===== src/rtl/wsd_pkg.sv =====
package wsd_pkg;

  // Header field codes
  localparam logic [3:0] OP_TEXT     = 4'h1;
  localparam logic [3:0] OP_BINARY   = 4'h2;
  localparam logic [3:0] OP_CLOSE    = 4'h8;
  localparam logic [6:0] LEN_CODE_16 = 7'd126;
  localparam logic [6:0] LEN_CODE_64 = 7'd127;
  localparam logic [3:0] EXT_BYTES_16 = 4'd2;
  localparam logic [3:0] EXT_BYTES_64 = 4'd8;
  localparam logic [2:0] MASK_BYTES  = 3'd4;

  // frame_kind codes
  localparam logic [1:0] KIND_OTHER  = 2'd0;
  localparam logic [1:0] KIND_TEXT   = 2'd1;
  localparam logic [1:0] KIND_BINARY = 2'd2;

  // Queue between parser and unmasking stage
  localparam int unsigned QUEUE_DEPTH = 4;
  localparam int unsigned QUEUE_AW    = $clog2(QUEUE_DEPTH);

  typedef enum logic [2:0] {
    PH_HDR0 = 3'd0,
    PH_HDR1 = 3'd1,
    PH_EXT  = 3'd2,
    PH_MASK = 3'd3,
    PH_DATA = 3'd4
  } phase_t;

  typedef struct packed {
    logic [7:0] rx_byte;
    logic       frame_last;
  } in_item_t;

  typedef struct packed {
    logic [7:0] payload_byte;
    logic       has_data;
    logic [1:0] frame_kind;
    logic       is_close;
    logic       frame_end;
  } out_item_t;

  // Classified byte handed from parser to unmasking stage
  typedef struct packed {
    logic [7:0] data;
    logic [7:0] mask;
    logic       has_data;
    logic [1:0] frame_kind;
    logic       is_close;
    logic       frame_end;
  } job_t;

endpackage


===== src/rtl/wsd_front.sv =====
module wsd_front
  import wsd_pkg::*;
(
  input  logic     clk,
  input  logic     rst,
  input  logic     accept,
  input  in_item_t din,
  output logic     emit,
  output job_t     job
);

  phase_t          phase, phase_next;
  logic [3:0]      ext_remaining, ext_remaining_next;
  logic [3:0][7:0] mask_key, mask_key_next;
  logic [2:0]      mask_count, mask_count_next;
  logic [1:0]      payload_lane, payload_lane_next;
  logic [1:0]      kind_held, kind_held_next;
  logic            close_held, close_held_next;
  logic            has;
  logic [6:0]      len_code;
  logic [3:0]      opcode;

  always_comb begin
    phase_next         = phase;
    ext_remaining_next = ext_remaining;
    mask_key_next      = mask_key;
    mask_count_next    = mask_count;
    payload_lane_next  = payload_lane;
    kind_held_next     = kind_held;
    close_held_next    = close_held;
    has                = 1'b0;
    len_code           = din.rx_byte[6:0];
    opcode             = din.rx_byte[3:0];
    case (phase)
      PH_HDR1: begin
        if (len_code == LEN_CODE_16) begin
          ext_remaining_next = EXT_BYTES_16;
        end else if (len_code == LEN_CODE_64) begin
          ext_remaining_next = EXT_BYTES_64;
        end else begin
          ext_remaining_next = '0;
        end
        mask_key_next   = '0;
        mask_count_next = '0;
        phase_next      = (ext_remaining_next != '0) ? PH_EXT : PH_MASK;
      end
      PH_EXT: begin
        ext_remaining_next = ext_remaining - 4'd1;
        if (ext_remaining_next == '0) begin
          phase_next = PH_MASK;
        end
      end
      PH_MASK: begin
        mask_key_next[mask_count[1:0]] = mask_key[mask_count[1:0]] | din.rx_byte;
        mask_count_next = mask_count + 3'd1;
        if (mask_count_next >= MASK_BYTES) begin
          phase_next        = PH_DATA;
          payload_lane_next = '0;
        end
      end
      PH_DATA: begin
        if (!close_held) begin
          has               = 1'b1;
          payload_lane_next = payload_lane + 2'd1;
        end
      end
      default: begin
        close_held_next = (opcode == OP_CLOSE);
        if (opcode == OP_TEXT) begin
          kind_held_next = KIND_TEXT;
        end else if (opcode == OP_BINARY) begin
          kind_held_next = KIND_BINARY;
        end else begin
          kind_held_next = KIND_OTHER;
        end
        phase_next = PH_HDR1;
      end
    endcase
  end

  assign emit           = has | din.frame_last;
  assign job.data       = din.rx_byte;
  assign job.mask       = mask_key[payload_lane];
  assign job.has_data   = has;
  assign job.frame_kind = kind_held_next;
  assign job.is_close   = close_held_next;
  assign job.frame_end  = din.frame_last;

  always_ff @(posedge clk) begin
    if (rst || (accept && din.frame_last)) begin
      phase         <= PH_HDR0;
      ext_remaining <= '0;
      mask_key      <= '0;
      mask_count    <= '0;
      payload_lane  <= '0;
      kind_held     <= KIND_OTHER;
      close_held    <= 1'b0;
    end else if (accept) begin
      phase         <= phase_next;
      ext_remaining <= ext_remaining_next;
      mask_key      <= mask_key_next;
      mask_count    <= mask_count_next;
      payload_lane  <= payload_lane_next;
      kind_held     <= kind_held_next;
      close_held    <= close_held_next;
    end
  end

endmodule


===== src/rtl/wsd_queue.sv =====
module wsd_queue
  import wsd_pkg::*;
(
  input  logic clk,
  input  logic rst,
  input  logic wr,
  input  job_t wr_job,
  input  logic rd,
  output job_t rd_job,
  output logic full,
  output logic empty
);

  job_t                entries [QUEUE_DEPTH];
  logic [QUEUE_AW-1:0] wr_ptr;
  logic [QUEUE_AW-1:0] rd_ptr;
  logic [QUEUE_AW:0]   count;
  logic                do_wr;
  logic                do_rd;

  assign full   = (count == (QUEUE_AW+1)'(QUEUE_DEPTH));
  assign empty  = (count == '0);
  assign do_wr  = wr && !full;
  assign do_rd  = rd && !empty;
  assign rd_job = entries[rd_ptr];

  always_ff @(posedge clk) begin
    if (do_wr) begin
      entries[wr_ptr] <= wr_job;
    end
  end

  always_ff @(posedge clk) begin
    if (rst) begin
      wr_ptr <= '0;
      rd_ptr <= '0;
      count  <= '0;
    end else begin
      if (do_wr) begin
        wr_ptr <= wr_ptr + QUEUE_AW'(1);
      end
      if (do_rd) begin
        rd_ptr <= rd_ptr + QUEUE_AW'(1);
      end
      case ({do_wr, do_rd})
        2'b10:   count <= count + (QUEUE_AW+1)'(1);
        2'b01:   count <= count - (QUEUE_AW+1)'(1);
        default: count <= count;
      endcase
    end
  end

endmodule


===== src/rtl/wsd_back.sv =====
module wsd_back
  import wsd_pkg::*;
(
  input  logic      clk,
  input  logic      rst,
  input  logic      job_avail,
  input  job_t      job,
  output logic      job_take,
  input  logic      pop,
  output logic      empty,
  output out_item_t dout
);

  logic      out_valid;
  out_item_t out_reg;

  // Refill the output register when it is free or being drained this cycle
  assign job_take = job_avail && (!out_valid || pop);
  assign empty    = !out_valid;
  assign dout     = out_reg;

  always_ff @(posedge clk) begin
    if (rst) begin
      out_valid <= 1'b0;
    end else if (job_take) begin
      out_valid <= 1'b1;
    end else if (pop) begin
      out_valid <= 1'b0;
    end
  end

  always_ff @(posedge clk) begin
    if (job_take) begin
      out_reg.payload_byte <= job.has_data ? (job.data ^ job.mask) : 8'h00;
      out_reg.has_data     <= job.has_data;
      out_reg.frame_kind   <= job.frame_kind;
      out_reg.is_close     <= job.is_close;
      out_reg.frame_end    <= job.frame_end;
    end
  end

endmodule


===== src/rtl/websocket_frame_deframer.sv =====
// Receive-side WebSocket deframer: one frame byte in, at most one unmasked
// payload byte out.
// Input queue side: present din (rx_byte, frame_last) and raise push; the
// transfer happens on a rising edge with push high and full low. frame_last
// marks the final byte of a frame; the next byte starts a new frame.
// Result queue side: while empty is low the oldest result sits on dout; it
// is removed on a rising edge with pop high. Header, extended length and
// mask bytes give no result unless they close the frame; close frames give
// only the final end-of-frame result.
// Throughput: one byte per cycle while full is low. A result reaches dout
// through the queue (written on the edge that takes its byte) and then the
// output register, provided no older result is waiting.
// When the receiver stalls, results collect in the four-entry queue and the
// output register; full rises once both are occupied, and nothing is lost.
// Reset (rst, synchronous, active high) empties the queue and output stage
// and returns the parser to the first header byte.
module websocket_frame_deframer
  import wsd_pkg::*;
(
  input  logic      clk,
  input  logic      rst,
  input  logic      push,
  output logic      full,
  input  in_item_t  din,
  input  logic      pop,
  output logic      empty,
  output out_item_t dout
);

  logic accept;
  logic emit;
  job_t front_job;
  job_t queue_job;
  logic queue_empty;
  logic job_take;

  // Every accepted byte may need a queue slot, so back-pressure follows the
  // queue's fill level directly.
  assign accept = push && !full;

  // Parser: tracks header phase, mask key and payload lane
  wsd_front u_front (
    .clk    (clk),
    .rst    (rst),
    .accept (accept),
    .din    (din),
    .emit   (emit),
    .job    (front_job)
  );

  // Decoupling queue: only bytes that yield a result are written
  wsd_queue u_queue (
    .clk    (clk),
    .rst    (rst),
    .wr     (accept && emit),
    .wr_job (front_job),
    .rd     (job_take),
    .rd_job (queue_job),
    .full   (full),
    .empty  (queue_empty)
  );

  // Unmasking and output register
  wsd_back u_back (
    .clk       (clk),
    .rst       (rst),
    .job_avail (!queue_empty),
    .job       (queue_job),
    .job_take  (job_take),
    .pop       (pop),
    .empty     (empty),
    .dout      (dout)
  );

endmodule


===== config.mk =====
export PLATFORM = sky130hd
export DESIGN_NAME = websocket_frame_deframer
export DESIGN_NICKNAME = d
export VERILOG_FILES = /design/src/rtl/wsd_pkg.sv /design/src/rtl/wsd_front.sv /design/src/rtl/wsd_queue.sv /design/src/rtl/wsd_back.sv /design/src/rtl/websocket_frame_deframer.sv
export SDC_FILE = /design/constraint.sdc
export NUM_CORES = 1
export LEC_CHECK = 0
export ABC_AREA = 0
export BUFFER_PORTS_ARGS = -buffer_cell sky130_fd_sc_hd__buf_4
export CAP_MARGIN = 15
export CELL_PAD_IN_SITES_DETAIL_PLACEMENT = 1
export CELL_PAD_IN_SITES_GLOBAL_PLACEMENT = 2
export CORE_MARGIN = 3
export CORE_UTILIZATION = 45
export CTS_CLUSTER_SIZE = 24
export DETAILED_ROUTE_END_ITERATION = 6
export HOLD_SLACK_MARGIN = 0.08
export PLACE_DENSITY = 0.84
export SLEW_MARGIN = 20
export SYNTH_ARGS = -nofsm -noshare
export SYNTH_HDL_FRONTEND = slang
export SYNTH_SLANG_ARGS = --single-unit
export TNS_END_PERCENT = 100

===== constraint.sdc =====
create_clock -name clk -period 3 [get_ports clk]
set_input_delay 0.75 -clock clk [delete_from_list [all_inputs] [get_ports clk]]
set_output_delay 0.75 -clock clk [all_outputs]
set_load 0.01 [all_outputs]

=== Yosys cells after proc, flatten, opt, wreduce, memory -nomap -nowiden ===
Memory sizes are Yosys's and may differ from the RTL's. A register that Yosys moved wholly into a read port is not among the register bits.
Index checks and enable logic that the tools add are counted.

* Bits in writable memories: 84
* Register bits after elaboration: 68
* Output and inout bits: 15
* Memories kept: 1
* Word-level logic and storage cells: 108
* Bits of input ports: 13

* Equality and inequality tests: 15
* Bitwise logic cells: 4
* Magnitude comparators: 4
* Reduce and logical (&&, ||, !) cells: 25
* Mux-type cells: 33
* Add/sub/neg operators: 7

{| class="wikitable"
|+ Memory list
! name !! depth !! width !! read ports !! clocked after memory_dff !! wr ports !! RTL line !! source
|-
| u_queue.entries || 4 || 21 || 1 || 1 || 1 || wsd_queue.sv:14 || <nowiki>job_t entries [QUEUE_DEPTH];</nowiki>
|}

{| class="wikitable"
|+ Operator list
! operator !! number
|-
| $pmux 32 s2 || 1
|-
| $bmux 8 s2 || 2
|-
| $bwmux 32 || 1
|-
| $mux 8 || 3
|-
| $demux 8 s2 || 1
|-
| $eq 7x7->1 const B || 2
|-
| $mux 2 || 7
|-
| $mux 4 || 3
|-
| $pmux 3 s2 || 2
|-
| $pmux 3 s4 || 1
|-
| $reduce_bool 2->1 || 5
|-
| $mux 1 || 8
|-
| $or 8x8->8 || 1
|-
| $pmux 4 s2 || 1
|-
| $reduce_and 4->1 || 2
|-
| $xor 8x8->8 || 1
|-
| $logic_and 1x1->1 || 7
|-
| $add 2x1->2 const B || 3
|-
| $add 3x1->3 const B || 2
|-
| $eq 3x2->1 const B || 2
|-
| $eq 3x3->1 const B || 2
|-
| $lt 2x3->1 const B || 2
|-
| $mux 3 || 2
|-
| $eq 4x1->1 const B || 1
|-
| 21 further kinds || 26
|}

=== Depth between registers and ports, before layout ===
Gate-level depths: netlist of the first run.

* Word-level depth: 7
* Gate-level depth with buffers: 10
* Gate-level depth less buffers: 9

=== Modules after synthesis ===
A second synthesis of the first run with hierarchy kept.

* Cells, all modules: 483
* Area total of the unflattened synthesis: 6730.2 um^2

{| class="wikitable"
|+ Modules (own cells, without submodules)
! module !! times used !! cells each !! area an instance (um^2)
|-
| wsd_queue || 1 || 163 || 3508.4
|-
| wsd_front || 1 || 282 || 2647.5
|-
| wsd_back || 1 || 35 || 555.5
|-
| websocket_frame_deframer || 1 || 3 || 18.8
|}

=== Least setup slack after synthesis of the first run ===
OpenSTA, ideal clock, no wires.

* Path type: input to register
* Start: input port push
* End: register u_queue.count[2]
* Arrival: 2.615 ns
* Slack: 0.314 ns
* Library setup time: 0.071 ns
* Stages on the path: 9
* Data required time: 2.929 ns
* Path through: clkbuf_1 nand2_1 nor2_1 inv_2 ha_1 fa_1 xnor2_1 or3_1 a21oi_1

* Word-level cells in the longest chain between the ends: 5

{| class="wikitable"
|+ Ends and longest elaborated chain
! what !! RTL line !! source
|-
| start, declared || websocket_frame_deframer.sv:22 || <nowiki>input logic push,</nowiki>
|-
| $logic_and 1x1->1 * || websocket_frame_deframer.sv:39 || <nowiki>assign accept = push && !full;</nowiki>
|-
| $logic_and 1x1->1 * || websocket_frame_deframer.sv:55 || <nowiki>.wr (accept && emit),</nowiki>
|-
| $logic_and 1x1->1 * || wsd_queue.sv:23 || <nowiki>assign do_wr = wr && !full;</nowiki>
|-
| $eq 2x1->1 or $eq 2x2->1 (tied branches) || wsd_queue.sv:45 || <nowiki>case ({do_wr, do_rd})</nowiki>
|-
| $pmux 3 s2 or $reduce_bool 2->1 (tied branches) || - ||
|-
| end signal, assigned || wsd_queue.sv:46 || <nowiki>2'b10: count <= count + (QUEUE_AW+1)'(1);</nowiki>
|-
| end signal, assigned || wsd_queue.sv:47 || <nowiki>2'b01: count <= count - (QUEUE_AW+1)'(1);</nowiki>
|-
| end signal, assigned || wsd_queue.sv:48 || <nowiki>default: count <= count;</nowiki>
|-
| end, declared || wsd_queue.sv:17 || <nowiki>logic [QUEUE_AW:0] count;</nowiki>
|}

Every way passes the cells marked *; elsewhere a longest branch is shown, timed or not.
A chain may end at the register's enable or synchronous reset.

==> results of run 1 <==
[registers in the layout, indices dropped and copies added, names as in the netlist, 3 cells and up, named ones only]
name and cells:
u_front.mask_count 3, u_queue.entries 84, u_front.ext_remaining 4, u_queue.count 3, u_front.mask_key 32, u_back.dout 13, u_front.phase 3
[Yosys cell counts, types with 2 or more instances]
master,count,area share [%]
o211a_1,3,0.46
xor2_1,2,0.27
xnor2_1,38,5.1
a31oi_1,3,0.29
ha_1,11,2.1
nor4b_1,5,0.67
inv_1,12,0.68
mux2_2,4,0.68
a311oi_1,2,0.27
and2_1,5,0.48
mux2i_1,4,0.61
a211oi_1,2,0.23
nand2b_1,5,0.48
nor3_4,7,1.7
o22ai_4,2,0.61
buf_1,5,0.29
nor2_1,34,1.9
a22o_1,32,4.3
nand4_1,2,0.19
nand2_1,10,0.57
or3_1,2,0.19
nor2b_1,2,0.19
nand3b_1,2,0.23
buf_2,5,0.38
o22ai_2,2,0.38
nand3_1,6,0.46
edfxtp_1,97,44
clkbuf_1,9,0.51
dfxtp_1,57,17
o21ai_0,6,0.46
a21oi_1,11,0.84
nor3_1,4,0.30
mux4_2,28,9.6
[worst max-delay path, cell delays in order (launching register included)]
cell and delay, ps:
dfxtp_1 450, nor4b_2 350, nor2_1 70, nor2_1 220, inv_2 100, ha_1 230, fa_1 380, xnor2_1 150
or3_1 320, a21oi_1 140
[kinds of logic after synthesis]
kind of cell | Yosys count
adders and majority gates | 12
xor gates and xnor gates | 40
buffers and inverters | 33
and+or+nand+nor | 94
DFF | 154
AOI/OAI and AO/OA | 70
muxes | 36
[worst min path at each step]
stage / from / end
2_1_floorplan: u_front.mask_key[19] / u_front.mask_key[19]
3_3_place_gp: u_front.mask_key[3] / u_front.mask_key[3]
3_5_place_dp: u_front.mask_key[22] / u_front.mask_key[22]
4_1_cts: u_front.mask_key[22] / u_front.mask_key[22]
5_1_grt: u_front.mask_key[14] / u_front.mask_key[14]
6_report: u_front.mask_key[19] / u_front.mask_key[19]
[per-stage QoR]
stage          util [%]  setup WS [ps]
2_1_floorplan         -            314
3_3_place_gp       49.7            484
3_5_place_dp       49.7            407
4_1_cts            54.0            501
5_1_grt            54.0            311
6_report           54.0            525
[final cells by class]
cell class                      count  area, um2  area share [%]
Multi-Input combinational cell    252       2380            31.3
Sequential cell                   154       4050            53.3
Tap cell                          180        225            2.96
Clock inverter                     14        161            2.12
Clock buffer                       18        439            5.77
Inverter                           13       48.8           0.642
Timing Repair Buffer               40        300            3.95
[metal layers]
layer | share of wire [%] | up-vias | track usage [%]
li1 | - | 1752 | -
met1 | 44 | 1942 | 23.7
met2 | 52 | 70 | 33.2
met3 | 3.3 | 16 | 4.59
met4 | 1.2 | 0 | 5.99
met5 | 0 | - | 0
[power groups by stage]
stage	Sequential (mW)	Clock, mW	Combinational [mW]
6_report	2.63	2.16	1.05
5_1_grt	2.65	2.28	1.15
4_1_cts	2.64	2.21	1.07
3_5_place_dp	2.68	0	1.06
3_3_place_gp	2.66	0	1.01
2_1_floorplan	2.66	0	0.660
==> impl_metrics.json, run 1 <==
{
  "total_power_mw": 5.84,
  "worstSetupPathType": "reg -> reg",
  "final_common_cell": "edfxtp_1",
  "reg2regPathDepth": 9,
  "drc": 0,
  "synth_top_family_by_area": "multiplexers",
  "clock_sinks": 154,
  "whs_ps": 497,
  "clockBufferDepth": 2,
  "mostFrequentLayoutCells": "edfxtp_1 (97), dfxtp_1 (57), buf_4 (40), xnor2_1 (38), nor2_1 (34)",
  "via_per_inst": 5.63,
  "insertion_delay_ps": 420,
  "synthArstFlopShare_pct": 0,
  "critPathCaptureType": "register",
  "die_area_mm2": 0.0161,
  "finalSetupViolCount": 0,
  "n_antenna_cell": 0,
  "outcome": "finished, final reports clean",
  "initial_core_util_pct": 46.7,
  "intPower_mw": 4.24,
  "postSynthCellCount": 439,
  "crit-reg2reg-capture": "u_queue.count[2]",
  "seqPwrFrac_pct": 45.1,
  "grt_pass1_wl_um": 23100,
  "r2r-start": "u_front.phase[1]",
  "cts-root-buf": "clkbuf_16",
  "post_dp_cell_area_mm2": 0.00701,
  "cp-start-kind": "register",
  "worstPathRequired_ps": 3360,
  "routedWlPerCell_um": 21.6,
  "antenna_found_initial": 0,
  "drt_iter0_markers": 192,
  "area_growth_pct": 15.6,
  "p_sw_share_pct": 27.4,
  "syn_area_per_cell_um2": 15.0,
  "path_clk_slew_ps": 60,
  "synth_flop_cell": "edfxtp_1",
  "firstDrtPassIters": 4,
  "layout_min_cycle_time_ps": 2470,
  "max_cap_viol_count": 0,
  "hold_viol_final": 0,
  "ys_warn_count": 0,
  "skew_ps": 12.9,
  "crit_path_start": "u_front.phase[1]",
  "grt-ovfl-total": 0,
  "core_mm2": 0.0141,
  "combPwrFrac_pct": 17.9,
  "place.gp.congestion": 0.734,
  "grt_pass1_vias": 4162,
  "final.period_utilization_pct": 82.5,
  "grt_max_degree": 22,
  "worst_pin_slew_ps": 756,
  "syn_area_mm2": 0.00658,
  "grtUsageTotal_pct": 19.1,
  "dp_cells": 639,
  "leakage_nw": 2.69,
  "ant_nets": 0,
  "synthAdderAreaFrac_pct": 2.40,
  "hp-class": "reg -> reg",
  "fp.dieH_um": 127,
  "synth_edf_count": 97,
  "synth_compound_area_share_pct": 8.79,
  "cts_resized": 0,
  "vias": 3780,
  "synthesis.nets": 464,
  "synth_cell_types": 53,
  "reg2reg_slack_ps": 530,
  "post-dp-hpwl_um": 9460,
  "post-cts-setup-buffers": 0,
  "fillCellCount": 1353,
  "synthSimpleGateAreaFrac_pct": 8.75,
  "hold_depth": 1,
  "rsz0062_at_grt": "no",
  "vdd.ir_drop.worst_uv": 450,
  "arrival_ps": 2830,
  "drive_above_1_share_pct": 24.8,
  "cp-endpoint": "u_queue.count[2]",
  "synthMuxAreaShare_pct": 10.9,
  "synth_xor_area_share_pct": 5.33,
  "clockPowerShare_pct": 37.0,
  "io_pins": 28,
  "powerDensity_mw_per_mm2": 767,
  "cts_buffers": 17,
  "power.switching_mw": 1.60,
  "rows": 43,
  "final_cells": 671,
  "final_nets": 503,
  "die_w_um": 127,
  "ys_ff_latch": 154,
  "path_max_fanout": 14,
  "fmax_mhz": 404,
  "hold_buffers": 0,
  "setup-tns-final_ps": 0,
  "h-tree-depth": 4,
  "relSlewSlack_pct": 49.5,
  "finalInstanceArea_mm2": 0.00761,
  "routed_wl_um": 14500,
  "finalMaxSlewViolations": 0,
  "seq_area_frac_synth_pct": 61.6,
  "portBuffers": 27,
  "cts_tree": "built"
}
Power figures use the tool's default switching activity.
==> run 2: changes to the inputs <==
Settings changed: CORE_UTILIZATION 45 to 41, PLACE_DENSITY 0.84 to 0.81.
Clock period 3 ns to 2.01 ns, I/O delays scaled along.
==> run 2 against run 1 <==
Net effect: the flow now finishes with violations (negative setup slack); sequential cell count unchanged; die area up 9.3%; clock-buffer cell count unchanged; global-route usage down 1.4 points; non-clock buffer count up 37; combinational power up 82%; setup slack worse by 560 ps; final area up 5.6%; clock skew down 4.4 ps; register-to-register slack worse by 560 ps; critical path depth unchanged; critical path type unchanged.
==> impl_metrics.json, run 2 (same netlist as run 1, synthesis figures left out) <==
{
  "outcome": "finished, violations left",
  "violations": "negative setup slack",
  "largest_register": "u_queue.entries",
  "post_dp_cell_area_mm2": 0.00734,
  "io_pins": 28,
  "rsz0062_at_grt": "yes",
  "core_mm2": 0.0154,
  "final_common_cell": "edfxtp_1",
  "powerDensity_mw_per_mm2": 1110,
  "worstPathRequired_ps": 2370,
  "setup_slack_ps": -36.9,
  "critPathCaptureType": "register",
  "relSlewSlack_pct": 60.3,
  "clockBufferDepth": 2,
  "mostFrequentLayoutCells": "edfxtp_1 (97), buf_4 (67), dfxtp_1 (53), xnor2_1 (38), nor2_1 (33)",
  "insertion_delay_ps": 430,
  "arrival_ps": 2400,
  "die_w_um": 133,
  "area_growth_pct": 22.2,
  "final.period_utilization_pct": 102,
  "setup-tns-final_ps": -36.9,
  "finalInstanceArea_mm2": 0.00804,
  "clock_sinks": 154,
  "drive_above_1_share_pct": 32.2,
  "grt-ovfl-total": 0,
  "rows": 45,
  "cp-start-kind": "register",
  "worst_pin_slew_ps": 593,
  "place.gp.congestion": 0.757,
  "grtUsageTotal_pct": 17.8,
  "cts_tree": "built",
  "cts_buffers": 17,
  "vias": 3933,
  "whs_ps": 302,
  "drt_iter0_markers": 163,
  "hold_viol_final": 0,
  "hp-class": "in -> reg",
  "fmax_mhz": 489,
  "cts-root-buf": "clkbuf_16",
  "finalMaxSlewViolations": 0,
  "layout_min_cycle_time_ps": 2050,
  "portBuffers": 27,
  "largest_register_ff_count": 84,
  "die_area_mm2": 0.0176,
  "grt_max_degree": 22,
  "fp.dieH_um": 133,
  "routed_wl_um": 14900,
  "grt_pass1_wl_um": 23800,
  "routedWlPerCell_um": 20.1,
  "vdd.ir_drop.worst_uv": 588,
  "via_per_inst": 5.32,
  "skew_ps": 8.50,
  "fillCellCount": 1513,
  "place_ws_ps": -73.9,
  "post-dp-hpwl_um": 10300,
  "final_nets": 540,
  "antenna_found_initial": 0,
  "firstDrtPassIters": 4,
  "drc": 0,
  "path_max_fanout": 2,
  "initial_core_util_pct": 42.6,
  "grt_pass1_vias": 4366,
  "h-tree-depth": 4,
  "max_cap_viol_count": 0,
  "n_antenna_cell": 0,
  "leakage_nw": 2.90,
  "dp_cells": 699,
  "final_cells": 739,
  "ant_nets": 0,
  "finalSetupViolCount": 1,
  "worstSetupPathType": "reg -> reg",
  "path_clk_slew_ps": 70
}
run 2: final timing paths:
path | start | end | slack (ps) | depth (start not counted)
worst max-delay path | u_front.phase[0] | u_queue.count[2] | -40 | 9
worst min-delay path | din[8] | u_queue.entries[1][20] | 300 | 1
worst max register to register | u_front.phase[0] | u_queue.count[2] | -40 | 9
worst min register to register | u_front.mask_key[15] | u_front.mask_key[15] | 500 | 1
run 2: worst max-delay path, cell delays in order, from the launching register on:
cell	delay (ps)
dfxtp_2	340
nor4b_4	280
nor2_1	80
nor2_2	120
inv_2	70
ha_4	160
fa_2	330
xnor2_1	150
or3_1	330
a21oi_1	130
run 2: layout make-up:
cell class | count | area, um2 | share of cell area, %
well taps | 211 | 264 | 3.29
clock buffers | 18 | 429 | 5.34
clock inverters | 14 | 151 | 1.88
repair buffers | 77 | 642 | 7.99
flip-flops and latches | 154 | 4060 | 50.5
multi-input cells | 252 | 2430 | 30.3
inverters | 13 | 56.3 | 0.701
run 2: where the power goes:
part	internal (mW)	leakage, nW	switching (mW)
clock network	1.76	0.280	1.39
logic	0.944	1.23	0.969
registers	3.72	1.39	0.153
total	6.43	2.90	2.51
run 2: repair_timing:
| action | 4_1_cts | 5_1_grt |
|---|---|---|
| setup endpoints to repair | 2 | 90 |
| pin swaps | 5 | 6 |
| buffers inserted | 6 | 2 |
| resized for setup | 9 | 9 |
| hold buffers | 0 | 0 |
run 2: stage by stage:
step / power [mW] / utilization, %
after global placement: 5.71 / 47.6
after floorplan: 5.02 / -
after detailed placement: 5.79 / 47.6
after global routing: 9.38 / 52.1
after CTS: 9.03 / 51.8
final: 8.94 / 52.1
run 2: layer usage:
layer	wire length, um	global-route usage [%]	up-vias
li1	-	-	1842
met1	6250	20.7	2002
met2	7830	31.9	68
met3	483	4.14	21
met4	293	6.64	0
met5	0	0	-
==> run 3: changes to the inputs <==
Settings changed: ABC_AREA 0 to unset, CORE_MARGIN 3 to 4.
==> run 3 against run 2 <==
Net effect: the flow still finishes with violations (negative setup slack); sequential share of layout area rose by 0.32 points; clock power decreased by 3%; clock-buffer cell count up 2; final cell count fell by 0.14%; clock skew fell by 0.56 ps; first-iteration DRC count shrank 1.2%; fmax is 0.78% lower; core utilization is 1.7 points lower.
==> impl_metrics.json, run 3 (same netlist as run 1, synthesis figures left out) <==
{
  "fin_util_pct": 50.4,
  "h-tree-depth": 4,
  "outcome": "finished, violations left",
  "die_w_um": 135,
  "finalMaxSlewViolations": 0,
  "total_power_mw": 8.83,
  "skew_ps": 7.94,
  "portBuffers": 27,
  "layout.area.seq_mm2": 0.00406,
  "setup_slack_ps": -53.1,
  "post_dp_cell_area_mm2": 0.00732,
  "ant_nets": 0,
  "path_max_fanout": 2,
  "core_mm2": 0.0158,
  "initial_core_util_pct": 41.6,
  "rsz0062_at_grt": "yes",
  "arrival_ps": 2410,
  "cp-start-kind": "register",
  "grt_use_met2_pct": 31.3,
  "clockBufferDepth": 2,
  "violations": "negative setup slack",
  "path_clk_slew_ps": 60,
  "vias": 3922,
  "routedWlPerCell_um": 19.7,
  "die_area_mm2": 0.0181,
  "largest_register_ff_count": 84,
  "largest_register": "u_queue.entries",
  "firstDrtPassIters": 4,
  "layout_min_cycle_time_ps": 2060,
  "via_per_inst": 5.31,
  "worst_pin_slew_ps": 551,
  "leakage_nw": 2.86,
  "final.period_utilization_pct": 103,
  "hold_viol_final": 0,
  "critPathCaptureType": "register",
  "insertion_delay_ps": 420,
  "vdd.ir_drop.worst_uv": 576,
  "finalSetupViolCount": 1,
  "fmax_mhz": 485,
  "whs_ps": 314,
  "routed_wl_um": 14600,
  "grt_max_degree": 22,
  "drc": 0,
  "relSlewSlack_pct": 63.2,
  "grtUsageMet1_pct": 21.0,
  "drive_above_1_share_pct": 31.2,
  "hp-class": "in -> reg",
  "finalInstanceArea_mm2": 0.00798,
  "multi_input_area_mm2": 0.00244,
  "grt_pass1_vias": 4340,
  "antenna_found_initial": 0,
  "hold_buffers": 0,
  "final_nets": 534,
  "place.gp.congestion": 0.749,
  "post-dp-hpwl_um": 10300,
  "powerDensity_mw_per_mm2": 1110,
  "io_pins": 28,
  "grt-ovfl-total": 0,
  "n_antenna_cell": 0,
  "worstPathRequired_ps": 2360,
  "cts_tree": "built",
  "max_cap_viol_count": 0,
  "use_met3_pct": 2.65,
  "worstSetupPathType": "reg -> reg",
  "grtUsageTotal_pct": 17.4,
  "top_usage_layer": "met2",
  "cts_buffers": 17,
  "rows": 46,
  "fp.dieH_um": 135,
  "clock_sinks": 154,
  "cts-root-buf": "clkbuf_16",
  "fillCellCount": 1555,
  "grt_pass1_wl_um": 23800,
  "final_common_cell": "edfxtp_1",
  "mostFrequentLayoutCells": "edfxtp_1 (97), buf_4 (63), dfxtp_1 (55), xnor2_1 (38), nor2_1 (33)",
  "area_growth_pct": 21.3,
  "drt_iter0_markers": 161
}
==> run 3: cell count changes in the layout (fill, tap and decap cells not counted), sizes merged <==
cell | before | now
buf | 77 | 71
clkinv | 2 | 6
inv | 22 | 15
clkbuf | 18 | 20
clkinvlp | 2 | 3
==> run 3: what timing repair did <==
action | 4_1_cts | 5_1_grt
buffers inserted | 5 | 0
gates resized for setup | 5 | 8
pin swaps | 3 | 0
setup endpoints to repair | 7 | 83
==> run 3: through the flow <==
| step | worst slack [ps] | instances | setup TNS (ps) |
|---|---|---|---|
| after floorplan | -166 | 439 | -166 |
| after global placement | 20.7 | 701 | 0 |
| after detailed placement | -64.2 | 701 | -77.6 |
| after CTS | -41.8 | 738 | -67.5 |
| after global routing | -185 | 738 | -234 |
| final | -53.1 | 738 | -53.1 |
==> run 3: final timing paths <==
check	start	endpoint	slack, ps	cells after the start
min reg2reg	u_front.mask_count[2]	u_front.mask_count[2]	490	2
min	din[8]	u_queue.entries[0][20]	310	1
max	u_front.phase[0]	u_queue.count[2]	-50	9
max reg2reg	u_front.phase[0]	u_queue.count[2]	-50	9
==> run 3: report_power, final <==
group | leakage (nW) | internal (mW) | switching, mW
registers | 1.39 | 3.72 | 0.152
logic | 1.19 | 0.922 | 0.964
clock network | 0.277 | 1.78 | 1.28
total | 2.86 | 6.43 | 2.40
==> run 3: final cells by class <==
| cell class | instances | area share, % |
|---|---|---|
| Clock inverter | 12 | 1.46 |
| Tap cell | 216 | 3.39 |
| Clock buffer | 20 | 5.72 |
| Inverter | 13 | 0.659 |
| Timing Repair Buffer | 71 | 7.38 |
| Multi-Input combinational cell | 252 | 30.6 |
| Sequential cell | 154 | 50.8 |
==> run 3: critical path, cell delays in order, from the launching register on <==
cell,delay [ps]
dfxtp_2,340
nor4b_4,290
nor2_1,80
nor2_2,130
inv_2,70
ha_4,170
fa_2,330
xnor2_1,140
or3_1,330
a21oi_2,120
==> run 3: layer usage <==
| metal | routed length, um | vias to the layer above |
|---|---|---|
| li1 | - | 1818 |
| met1 | 6120 | 2040 |
| met2 | 7870 | 47 |
| met3 | 314 | 17 |
| met4 | 257 | 0 |
| met5 | 0 | - |
